## src/rtl/rcw_ram.sv

```systemverilog
// ----------------------------------------------------------------------------
// rcw_ram: generic single-port synchronous RAM
// One address per cycle, write or read, with registered read data.
// ----------------------------------------------------------------------------
module rcw_ram #(
	parameter int W     = 8,
	parameter int DEPTH = 256
) (
	input  logic                     clk,
	input  logic                     we,
	input  logic [$clog2(DEPTH)-1:0] addr,
	input  logic [W-1:0]             wdata,
	output logic [W-1:0]             rdata
);

	logic [W-1:0] mem [DEPTH];

	always_ff @(posedge clk) begin
		if (we) begin
			mem[addr] <= wdata;
		end
		rdata <= mem[addr];
	end

endmodule

```

## config.mk

```make
export PLATFORM = sky130hd
export DESIGN_NAME = rcw_ram
export DESIGN_NICKNAME = d
export VERILOG_FILES = /design/src/rtl/rcw_ram.sv
export SDC_FILE = /design/constraint.sdc
export NUM_CORES = 2
export LEC_CHECK = 0
export BUFFER_PORTS_ARGS = -buffer_cell sky130_fd_sc_hd__buf_2
export CAP_MARGIN = 20
export CORE_MARGIN = 4
export CORE_UTILIZATION = 55
export CTS_CLUSTER_SIZE = 30
export DETAILED_ROUTE_END_ITERATION = 16
export PLACE_DENSITY = 0.82
export SLEW_MARGIN = 20
export SYNTH_ARGS = -nofsm -noshare
export SYNTH_HDL_FRONTEND = slang
export SYNTH_SLANG_ARGS = --single-unit
```

## constraint.sdc

```tcl
create_clock -name clk -period 3.08 [get_ports clk]
set_clock_uncertainty 0.05 [all_clocks]
set_input_delay 0.462 -clock clk [delete_from_list [all_inputs] [get_ports clk]]
set_output_delay 0.462 -clock clk [all_outputs]
set_load 0.05 [all_outputs]
```

== Word level (Yosys, flattened, before mapping) ==
Memory sizes are Yosys's and may differ from the RTL's. A register that Yosys moved wholly into a read port is not among the register bits.
Cells that the tools add are included.

* Muxes and demuxes: 2

{| class="wikitable"
|+ Operator list
! kind !! count
|-
| 1-bit 2-to-1 mux || 2
|}

* Register bits after elaboration: 0
* Bits in writable memories: 2048
* Bits of input ports: 18
* Output and inout bits: 8
* Logic and storage cells: 3
* Memories kept: 1

{| class="wikitable"
|+ Memories
! name !! depth !! bits a word !! read ports !! clocked after memory_dff !! wr ports !! RTL line !! text
|-
| mem || 256 || 8 || 1 || 1 || 1 || 16 || <nowiki>logic [W-1:0] mem [DEPTH];</nowiki>
|}

== Longest topological paths before layout ==
* Depth in word-level cells: 2
* Depth in mapped cells: 10
* Gate-level depth less buffers: 5

== Least setup slack after synthesis ==
No wires, ideal clock.

* Path type: input to register
* Start point: input port addr[1]
* End point: memory mem[111][0] (enable)
* Arrival: 2.311 ns
* Setup slack: 0.349 ns
* Stages: 9
* Cell sequence: buf_2 -> clkbuf_1 -> clkbuf_1 -> nand2_1 -> buf_2 -> nor2_1 -> nand2_1 -> clkbuf_1 -> nor2_1

{| class="wikitable"
|+ RTL lines
! element !! RTL line !! text
|-
| start, declared || 11 || <nowiki>input logic [$clog2(DEPTH)-1:0] addr,</nowiki>
|-
| end, declared || 16 ||
|}

Straight into the memory's write port.

==> metrics.yaml <==
synth_top_family_by_area: "multiplexers"
power.leakage_uw: 0.02872
placement.cell_area_um2: 84900
synth_common_cells: "2048 x edfxtp_1, 512 x mux4_2, 256 x a22oi_1"
ctsRootBufferMaster: "clkbuf_16"
grt_overflow_total: 0
start_kind: "register"
vias_per_cell: 6.755
drv_slew: 0
fp.coreArea_um2: 141600
cp_slowest_cell: "o41ai_1"
grt_use_total_pct: 27.67
max_stage_delay_ns: 1.00
yosys-top-cells-area: "edfxtp_1 78%, mux4_2 15%, a22oi_1 2.4%"
path_max_fanout: 1
drtIter0Drc: 7074
synth_cell_type_count: 22
worstMarginPinSlew_ns: 1.184
die_x_um: 385.8
path_clk_slew_ns: 0.07
first_pass_iters: 8
clock.fmax_ghz: 0.3274
syn_area_per_cell_um2: 22.13
grt_pass1_wl_um: 297000
grt_start_max_net_pins: 124
netlist_instances: 3547
yosysTopAreaCell: "edfxtp_1"
io_pins: 26
gp_congestion: 0.8609
hpwl_um: 118200
synthSimpleGateAreaFrac_pct: 1.733
vias: 41410
netlist_area_um2: 78490
slew_headroom_pct: 20.01
die_area_um2: 148800
regArea_um2: 61660
endpoint_kind: "register"
syn_nets: 3565
grt_pass1_vias: 42800
synthAdderAreaFrac_pct: 0
p_per_area_nw_per_um2: 620.9
ir_drop_mv: 0.5788
path_cells: "mux4_2 -> a22oi_1 -> a21oi_1 -> buf_4 -> o41ai_1 -> buf_4 -> nand4_1"
maxCapViolations: 0
status: "complete, no violations"
synth_most_common_cell: "edfxtp_1"
drcViolationCount: 0
drive_above_1_share_pct: 32.06
cp_num_buf_inv: 2
row_count: 138
period_share_pct: 99.18
synth-edff-count: 2048
synth_top_area_share_pct: 78.35
crit_family: "compound AO/OA/AOI/OAI gates"
cts_buffers: 189
setup_viol: 0
fin_nets: 4098
synth_warnings: 0
die_h_um: 385.8
antenna_found_initial: 11
async_flop_share_pct: 0
final_cell_area_um2: 90840
synth_ff_type: "edfxtp_1"
ant_nets: 0
path_common_cell: "buf_4"
wl_um: 201400
multi_input_area_um2: 15780
cts.repair.resized: 0
clk-insertion-delay-late_ns: 0.83
grt_setup_unrepaired: "false"
synth-compound-area-share_pct: 3.622
routedWlPerCell_um: 32.84
critical_path_class: "register to register"
muxShareOfSynthArea_pct: 14.69
cts_tree: "done"
arrival_ns: 3.69
cp.required_ns: 3.72
finalPower_uw: 56400
synth.ff_latch_count: 2056
utilization_pct: 64.16
initial_utilization_pct: 55.44
htreeDepth: 4
synthXorXnorAreaFrac_pct: 0
synthToLayoutAreaGrowth_pct: 15.73
cts.sinks: 2056
cts_setup_buffers: 0
seq_area_frac_synth_pct: 78.55
cts_max_path_buffers: 3
fillers: 8459
port_buffers: 25
fin_crit_ns: 3.055
cts_hold_buf: 0
finalHoldViolations: 0
hp-class: "primary input to register"
## metal layers
metal  vias up  global-route usage [%]  wire length [um]
met5         -                       0                44
met4         8                   12.53             10380
met3       677                   6.665             25780
met2      3459                   43.92             98520
met1     21150                   36.94             66640
li1      16120                       -                 -
## registers in the layout (all words and copies together), names as in the netlist
register	count
rdata	8
mem	2048
## final cells by class
| type | instances | area share (%) |
|---|---|---|
| clock inverters | 106 | 1.007 |
| well taps | 1890 | 2.603 |
| repair buffers | 574 | 5.614 |
| diodes | 8 | 0.02204 |
| flip-flops and latches | 2056 | 67.88 |
| clock buffers | 238 | 5.500 |
| inverters | 1 | 0.004132 |
| multi-input cells | 1258 | 17.37 |
## placed cells by master (no fill, tap or decap), drive strengths merged
cell,instances
a21oi,128
a22oi,256
and2,3
buf,566
bufinv,12
clkbuf,246
clkinv,76
clkinvlp,10
dfxtp,8
diode,8
edfxtp,2048
inv,9
mux4,512
nand2,28
nand2b,6
nand3,13
nand4,8
nor2,232
nor2b,7
nor3,30
o41ai,32
or2,2
or3,1
## kinds of logic (layout without fill, tap and decap cells)
logic type	after synthesis	after routing
other	0	8
multiplexers	512	512
AO/OA/AOI/OAI	416	416
AND/OR/NAND/NOR	330	330
flip-flops	2056	2056
buffers and inverters	233	919
## worst paths after layout
check,from,endpoint,slack [ns],depth (start not counted)
worst max-delay path,mem[207][4]$_DFFE_PP_,rdata[4]$_DFF_P_,0.03,7
worst min-delay path,wdata[0],mem[114][0]$_DFFE_PP_,0.11,1
worst max register to register,mem[207][4]$_DFFE_PP_,rdata[4]$_DFF_P_,0.03,7
worst min register to register,mem[230][1]$_DFFE_PP_,rdata[1]$_DFF_P_,1.00,5
## report_power, final
part / switching (uW) / internal [uW] / total [uW]
sequential: 45.9 / 30800 / 30900
clock: 10100 / 12500 / 22600
combinational: 1820 / 1080 / 2900
## worst reg2reg max path, stage by stage, from the launching register on
cell and delay (ns):
edfxtp_1 0.39, mux4_2 0.51, a22oi_1 0.29, a21oi_1 0.15
buf_4 0.17, o41ai_1 1.00, buf_4 0.27, nand4_1 0.09
## per-stage QoR
step	worst slack, ns	TNS [ns]	instances	hold WS (ns)
2_1_floorplan	0.3493	0	3547	0.5109
3_3_place_gp	-0.7141	-2.658	5779	0.9158
3_5_place_dp	-0.5877	-2.896	5779	0.9429
4_1_cts	0.1267	0	6123	0.07889
5_1_grt	0.1058	0	6123	0.1060
6_report	0.02524	0	6131	0.1091
Note: power is estimated with default switching activity, not from simulation.
