**config.mk**
```make
export PLATFORM = sky130hd
export DESIGN_NAME = rcw_div
export DESIGN_NICKNAME = d
export VERILOG_FILES = /design/src/rtl/rcw_pkg.sv /design/src/rtl/rcw_div.sv
export SDC_FILE = /design/constraint.sdc
export NUM_CORES = 1
export LEC_CHECK = 0
export BUFFER_PORTS_ARGS = -buffer_cell sky130_fd_sc_hd__buf_2
export CORE_MARGIN = 2
export CORE_UTILIZATION = 25
export DETAILED_ROUTE_END_ITERATION = 6
export PLACE_DENSITY = 0.48
export SYNTH_ARGS = -nofsm -noshare
export SYNTH_HDL_FRONTEND = slang
export SYNTH_SLANG_ARGS = --single-unit
export TNS_END_PERCENT = 50
```
**constraint.sdc**
```tcl
create_clock -name clk -period 4.7 [get_ports clk]
set_input_delay 0.235 -clock clk [delete_from_list [all_inputs] [get_ports clk]]
set_output_delay 0.235 -clock clk [all_outputs]
set_load 0.01 [all_outputs]
```
**src/rtl/rcw_pkg.sv**
```systemverilog
// ----------------------------------------------------------------------------
// rcw_pkg: shared types and constants of the grid raycaster
// Constants, divider transaction types and small helpers used by the
// raycaster's modules.
// ----------------------------------------------------------------------------
package rcw_pkg;

	// Default geometry, handed to the top level's parameters.
	localparam int MAP_COLS_DEF  = 64;
	localparam int MAP_ROWS_DEF  = 64;
	localparam int MAX_STEPS_DEF = 96;

	localparam int MAX_COLUMNS = 640;
	localparam int TEX_BITS    = 5;
	localparam int CELL_W      = 5;

	// Fixed-point constants (Q16.16).
	localparam int unsigned FOV_Q      = 43254;
	localparam int unsigned MIN_PERP   = 3277;
	localparam int unsigned PERP_CAP   = 6291456;
	// Smallest distance at which the light reaches its floor value.
	localparam int unsigned LIGHT_FLOOR_PERP = 964267;
	localparam int unsigned LIGHT_BASE = 1677721600;
	localparam int unsigned LIGHT_MIN  = 30;

	// Cell hash multipliers.
	localparam logic [31:0] HASH_A = 32'd73856093;
	localparam logic [31:0] HASH_B = 32'd19349663;
	localparam logic [31:0] HASH_C = 32'h7feb352d;
	localparam logic [31:0] HASH_D = 32'h846ca68b;

	// Divider widths: dividend and divisor.
	localparam int DIV_NW = 33;
	localparam int DIV_DW = 44;

	typedef enum logic [2:0] {
		CFG_PLAYER_X  = 3'd0,
		CFG_PLAYER_Y  = 3'd1,
		CFG_FACING_X  = 3'd2,
		CFG_FACING_Y  = 3'd3,
		CFG_VIEW_W    = 3'd4,
		CFG_VIEW_H    = 3'd5,
		CFG_TEX_COUNT = 3'd6,
		CFG_DOOR_KIND = 3'd7
	} cfg_idx_t;

	typedef struct packed {
		logic              go;
		logic [DIV_NW-1:0] num;
		logic [DIV_DW-1:0] den;
	} div_req_t;

	typedef struct packed {
		logic              done;
		logic [DIV_NW-1:0] quo;
		logic [DIV_DW-1:0] rem;
	} div_rsp_t;

	// Facing code: 01 is +1, 00 is 0, anything else is -1.
	function automatic logic signed [1:0] facing_dec(input logic [1:0] v);
		logic signed [1:0] r;
		unique case (v)
			2'b01:   r = 2'sd1;
			2'b00:   r = 2'sd0;
			default: r = -2'sd1;
		endcase
		return r;
	endfunction

endpackage

```
**src/rtl/rcw_div.sv**
```systemverilog
// ----------------------------------------------------------------------------
// rcw_div: iterative unsigned divider
// Restoring radix-2 division, one quotient bit per cycle, giving quotient and
// remainder with a one-cycle done pulse.
// ----------------------------------------------------------------------------
module rcw_div (
	input  logic              clk,
	input  logic              arst_n,
	input  rcw_pkg::div_req_t req,
	output rcw_pkg::div_rsp_t rsp
);

	localparam int NW = rcw_pkg::DIV_NW;
	localparam int DW = rcw_pkg::DIV_DW;
	localparam int CW = $clog2(NW);

	logic [DW-1:0] rem_q;
	logic [NW-1:0] quo_q;
	logic [DW-1:0] den_q;
	logic [CW-1:0] cnt_q;
	logic          run_q;
	logic          done_q;

	logic [DW:0] trial;
	logic        fits;

	assign trial = {rem_q, quo_q[NW-1]};
	assign fits  = trial >= {1'b0, den_q};

	always_ff @(posedge clk or negedge arst_n) begin
		if (!arst_n) begin
			rem_q  <= '0;
			quo_q  <= '0;
			den_q  <= '0;
			cnt_q  <= '0;
			run_q  <= 1'b0;
			done_q <= 1'b0;
		end else begin
			done_q <= 1'b0;
			if (req.go) begin
				rem_q <= '0;
				quo_q <= req.num;
				den_q <= req.den;
				cnt_q <= '0;
				run_q <= 1'b1;
			end else if (run_q) begin
				rem_q <= fits ? DW'(trial - {1'b0, den_q}) : DW'(trial);
				quo_q <= {quo_q[NW-2:0], fits};
				cnt_q <= cnt_q + 1'b1;
				if (cnt_q == CW'(NW - 1)) begin
					run_q  <= 1'b0;
					done_q <= 1'b1;
				end
			end
		end
	end

	assign rsp.done = done_q;
	assign rsp.quo  = quo_q;
	assign rsp.rem  = rem_q;

endmodule

```
---- Word-level counts from Yosys, hierarchy flattened ----
Cells that the tools add are included.
word-level totals
  register bits ........................... 129
  input port bits ......................... 80
  output and inout port bits .............. 78
  logic and storage cells ................. 24
cells by class
  add/subtract/negate cells ............... 2
  order comparisons ....................... 1
  equal/unequal tests ..................... 1
  multiplexer cells ....................... 13
  reductions and logical operators ........ 1
operators with widths
  kind                                         number
  two-way mux 44 bit                           3
  two-way mux 33 bit                           2
  >= comparator 45 x 44 -> 1 bit               1
  subtractor 44 bit                            1
  two-way mux 6 bit                            2
  adder 6 x 1 -> 6 bit, second input constant  1
  == test 6 bit, second input constant         1
  two-way mux 1 bit                            6
  nonzero test 2 bit                           1

---- Longest topological paths before layout ----
  depth in word-level cells ............... 4
  gate-level depth with buffers ........... 13
  mapped depth without buffers ............ 12

---- Worst setup path before layout ----
OpenSTA, ideal clock, no wires.
  path type ............................... flip-flop to flip-flop
  start ................................... register quo_q[32]
  end ..................................... register rem_q[42]
  setup time .............................. 0.124 ns
  data arrival time ....................... 2.738 ns
  data required time ...................... 4.576 ns
  slack ................................... 1.839 ns
  stages on the path, launching flop included .. 13
  path buffers ............................ 0
  period minus slack after synthesis ...... 2.861 ns
  cell sequence ........................... dfrtp_1 inv_1 ha_1 fa_1 nor2b_1 o2111ai_2 a2111oi_2 o31ai_1 a31o_2 a21oi_1 o41a_1 xnor2_1 o21ai_1
on the way
  cells in the longest elaborated chain, start to end .. 4
  elaborated cells on any way between the ends .. 5
  classes of those cells .................. add/sub: 1; order compare: 1; mux: 3
RTL lines
  element                                                                     RTL line                      text
  start, declared                                                             rcw_div.sv:18                 logic [NW-1:0] quo_q;
  start signal, assigned                                                      rcw_div.sv:42                 quo_q <= req.num;
  start signal, assigned                                                      rcw_div.sv:48                 quo_q <= {quo_q[NW-2:0], fits};
  subtractor 44 bit / >= comparator 45 x 44 -> 1 bit (equally long branches)  rcw_div.sv:47, rcw_div.sv:28
  two-way mux 44 bit *                                                        rcw_div.sv:47                 rem_q <= fits ? DW'(trial - {1'b0, den_q}) : DW'(trial);
  two-way mux 44 bit *                                                        rcw_div.sv:46                 end else if (run_q) begin
  two-way mux 44 bit *                                                        rcw_div.sv:40                 if (req.go) begin
  end signal, assigned                                                        rcw_div.sv:47
  end, declared                                                               rcw_div.sv:17                 logic [DW-1:0] rem_q;
Mark *: on every way between the ends. The rest lies on a longest branch, timed or not. The select of a mux whose other input is x is not followed.
A chain may end at the register's enable or synchronous reset.

---- Worst setup path after layout ----
  start ................................... register rem_q[8]
  end ..................................... register quo_q[0]
on the way
  cells in the longest elaborated chain, start to end .. 3
RTL lines
  element                         RTL line       text
  >= comparator 45 x 44 -> 1 bit  rcw_div.sv:28  assign fits = trial >= {1'b0, den_q};
  two-way mux 33 bit              rcw_div.sv:46
  two-way mux 33 bit              rcw_div.sv:40
Every way passes these cells. The select of a mux whose other input is x is not followed.

==> out/results.md <==
| Group | Item | This run |
|:---|:---|:---|
| sta | Actual transition at the worst max-transition pin | 869 ps |
| logic synthesis | Primary flip-flop cell chosen by synthesis mapping | sky130_fd_sc_hd__dfrtp_1 |
| power and ir drop | VDD IR-drop max | 0.254 mV |
| sta | Post-route setup slack | 1420 ps |
| grt | Maximum number of pins on one net before global-route repair | 83 |
| grt | Number of global-route vias before repair | 7637 |
| drt | Vias per Instance | 4.75 |
| floorplan | Die Height | 189 um |
| drt | Total routed wirelength | 26000 um |
| sta | Summed negative setup slack over all endpoints | 0 ps |
| worst hold path | Number of cells traversed by the worst hold path | 3 |
| sta | Maximum frequency from static timing analysis | 305 MHz |
| floorplan | Starting utilization of the core area | 25.5% |
| sta | Final critical path time including I/O delays and setup | 3280 ps |
| sta | Setup repair after global routing missed its margin | false |
| grt | Total gr overflow | 0 |
| drt | DRC marker count from the first detailed-route iteration | 338 |
| sta | Final count of pins violating max slew | 0 |
| drt | Number of vias after detailed routing | 7598 |
| clock tree | Reg clk slew, reported paths | 70 ps |
| logic synthesis | Post-synthesis instance area | 8560 um^2 |
| drt | Residual DRC count | 0 |
| worst setup path | Cell with the most instances on the worst path | sky130_fd_sc_hd__a21o_1 |
| worst setup path | Maximum fanout encountered on the critical timing path | 30 |
| sta | Final Skew | 15.0 ps |
| logic synthesis | Net Count, Synth | 1102 |
| final layout | Post-route core utilization | 31.7% |
| floorplan | Die Width | 189 um |
| worst setup path | Worst EP arrival | 3570 ps |
| floorplan | Number of placement rows | 67 |
| clock tree | Buffer cell driving the clock tree root | sky130_fd_sc_hd__clkbuf_16 |
| worst setup path | Required time at the worst-slack endpoint | 4990 ps |
| run | Max-capacitance violation count | 0 |
| floorplan | Placeable core region | 33600 um^2 |
| clock tree | Post_cts resized | 0 |
| power and ir drop | Static leakage | 5.37 nW |
| logic synthesis | Per-instance average area after synthesis | 8.78 um^2 |
| place | Post-placement setup slack | 1480 ps |
| power and ir drop | Total power consumption of the routed design | 3.01 mW |
| grt | Initial antenna violation count | 7 |
| power and ir drop | Power density over the cells | 283 nW/um^2 |
| worst setup path | R2R depth | 11 |
| outcome | Outcome | finished, final reports clean |
| logic synthesis | Proportion of synthesized chip area in sequential cells | 37.7% |
| clock tree | Maximum root-to-sink buffer count | 2 |
| final layout | Most common cell after layout, fill and taps aside | sky130_fd_sc_hd__buf_2 |
| final layout | Fraction of final layout cells with drive strength greater than 1 | 22.8% |
| place | Count of port buffers added during placement | 157 |
| final layout | Most used cells in the layout excluding fill and tap cells | 155 x sky130_fd_sc_hd__buf_2, 128 x sky130_fd_sc_hd__dfrtp_1, 114 x sky130_fd_sc_hd__nand2_1, 105 x sky130_fd_sc_hd__o21ai_0, 87 x sky130_fd_sc_hd__nor2_1 |
| logic synthesis | Async SR Flop Fraction | 100% |
| drt | DRT antenna net count | 0 |
| floorplan | I/O pin count | 158 |
| logic synthesis | Synthesis-stage register bit count | 129 |
| clock tree | Clock sink count | 129 |
| worst setup path | Worst Setup Start Kind | register |
| final layout | Number of nets at the end of the flow | 1265 |
| place | Detailed placer's ending HPWL | 18700 um |
| sta | Final Hold Violating Endpoints | 0 |
| final layout | Final Instance Area | 10700 um^2 |
| grt | Wire length of the first global-routing pass | 42300 um |
| clock tree | Hold Buf Count CTS | 34 |
| place | Total placed cells including tap cells | 1533 |
| final layout | Cell Count, Final, Fillers Out | 1601 |
| place | DP Area | 9720 um^2 |
| logic synthesis | Number of enable flip-flop cells after synthesis | 0 |
| logic synthesis | Library cells used by synthesis | 74 |
| sta | Final number of setup-violating endpoints | 0 |
| clock tree | Post-CTS Setup Bufs | 0 |
| final layout | Filler cells | 3592 |
| worst setup path | Largest stage delay on the critical path | 410 ps |
| drt | Initial DRT Pass Iterations | 5 |
| worst setup path | Crit. End Element | register |
| worst setup path | WS Path Type | reg2reg |
| logic synthesis | Cell count after synthesis | 975 |
| floorplan | Total die area | 35700 um^2 |
| sta | Max_slew headroom | 42.0% |
| drt | DR WL/cell | 16.3 um |
| sta | Share of the clock period used by the worst path after layout | 69.9% |
| clock tree | TritonCTS clock tree | built |
| clock tree | Clk Latency, worst-skew pair | 440 ps |
| grt | GRT Util Overall | 15.0% |
| worst setup path | Crit path cell chain | ha_1 > a21o_1 > a21o_1 > o211ai_1 > and3_2 > nor3_2 > o31ai_4 > buf_4 > nor2_1 > a21oi_1 > o21ai_0 |
| sta | Hold slack | 11.8 ps |
| worst setup path | Cell with the largest stage delay on the worst path | sky130_fd_sc_hd__dfrtp_1 |
| logic synthesis | Number of warning messages in the yosys log | 0 |
| worst hold path | Worst Hold Class | in2reg |
| clock tree | Maximum level of the CTS H-tree | 4 |
| final layout | Growth of design area from synthesis to finish | 24.4% |
| place | GPL Wtd Cong | 0.845 |
| clock tree | Total CTS buffers | 17 |
==> layout make-up <==
type / instances / area, um^2 / area share, %
Sequential cell: 129 / 3230 / 30.3
Inverter: 62 / 233 / 2.18
Multi-Input combinational cell: 729 / 4840 / 45.4
Clock buffer: 20 / 457 / 4.29
Antenna cell: 2 / 5.00 / 0.0470
Timing Repair Buffer: 199 / 1200 / 11.2
Clock inverter: 12 / 134 / 1.26
Tap cell: 448 / 561 / 5.26
==> sequential cells by signal (all words and copies together) (netlist names) <==
name and flops:
run_q 1, done_q 1, quo_q 33, den_q 44
cnt_q 6, rem_q 44
==> layer usage <==
layer	vias up	global-route usage [%]	share of wire, %
met5	-	0	0.22
met4	8	3.58	1.1
met3	25	5.23	7.4
met2	198	23.5	44
met1	3599	19.7	47
li1	3768	-	-
==> cell families after synthesis <==
family          share of synthesized area (%)
fa+ha+maj                                6.95
flops                                    37.7
xor+xnor                                 3.68
mux                                      5.04
buf+inv                                  5.82
simple gates                             17.0
compound gates                           23.8
==> critical path: cells and delay by family, from the launching register on <==
kind	cells	cell delay, ps
AO/OA/AOI/OAI	6	1390
adder cells (fa/ha/maj)	1	380
buffers and inverters	1	400
flip-flops	1	410
AND/OR/NAND/NOR	3	550
==> report_power, final <==
part | internal [mW] | leakage, nW | switching, mW
logic | 0.177 | 3.45 | 0.271
registers | 1.17 | 1.65 | 0.0362
clock network | 0.809 | 0.275 | 0.546
==> final timing paths <==
| check | from | end | slack [ps] |
|---|---|---|---|
| worst max-delay path | rem_q[8] | quo_q[0] | 1420 |
| worst min-delay path | req[38] | den_q[38] | 10 |
| worst max register to register | rem_q[8] | quo_q[0] | 1420 |
| worst min register to register | den_q[0] | den_q[0] | 510 |
| max in group asynchronous | arst_n | rem_q[31] | 3140 |
| min in group asynchronous | arst_n | rem_q[16] | 420 |
==> synth_stat cells, types with 6 or more instances <==
cell,n,area (um^2)
sky130_fd_sc_hd__nor3_2,11,110
sky130_fd_sc_hd__o21bai_1,7,52.6
sky130_fd_sc_hd__a211oi_1,11,82.6
sky130_fd_sc_hd__nand2b_1,6,37.5
sky130_fd_sc_hd__dfrtp_1,129,3230
sky130_fd_sc_hd__a21oi_2,13,114
sky130_fd_sc_hd__nand3_1,21,105
sky130_fd_sc_hd__ha_1,46,576
sky130_fd_sc_hd__nor2_1,87,327
sky130_fd_sc_hd__nand4_1,8,50.1
sky130_fd_sc_hd__a21o_1,20,150
sky130_fd_sc_hd__xnor2_1,17,149
sky130_fd_sc_hd__a21oi_1,58,290
sky130_fd_sc_hd__and3_1,11,68.8
sky130_fd_sc_hd__and2_1,9,56.3
sky130_fd_sc_hd__a211oi_2,21,263
sky130_fd_sc_hd__a31oi_1,6,37.5
sky130_fd_sc_hd__mux2i_1,42,420
sky130_fd_sc_hd__clkbuf_1,37,139
sky130_fd_sc_hd__inv_1,62,233
sky130_fd_sc_hd__o21ai_0,105,526
sky130_fd_sc_hd__nand2_1,114,428
sky130_fd_sc_hd__xor2_1,19,166
sky130_fd_sc_hd__nor3_1,13,65.1
(Power assumes the default switching activity.)
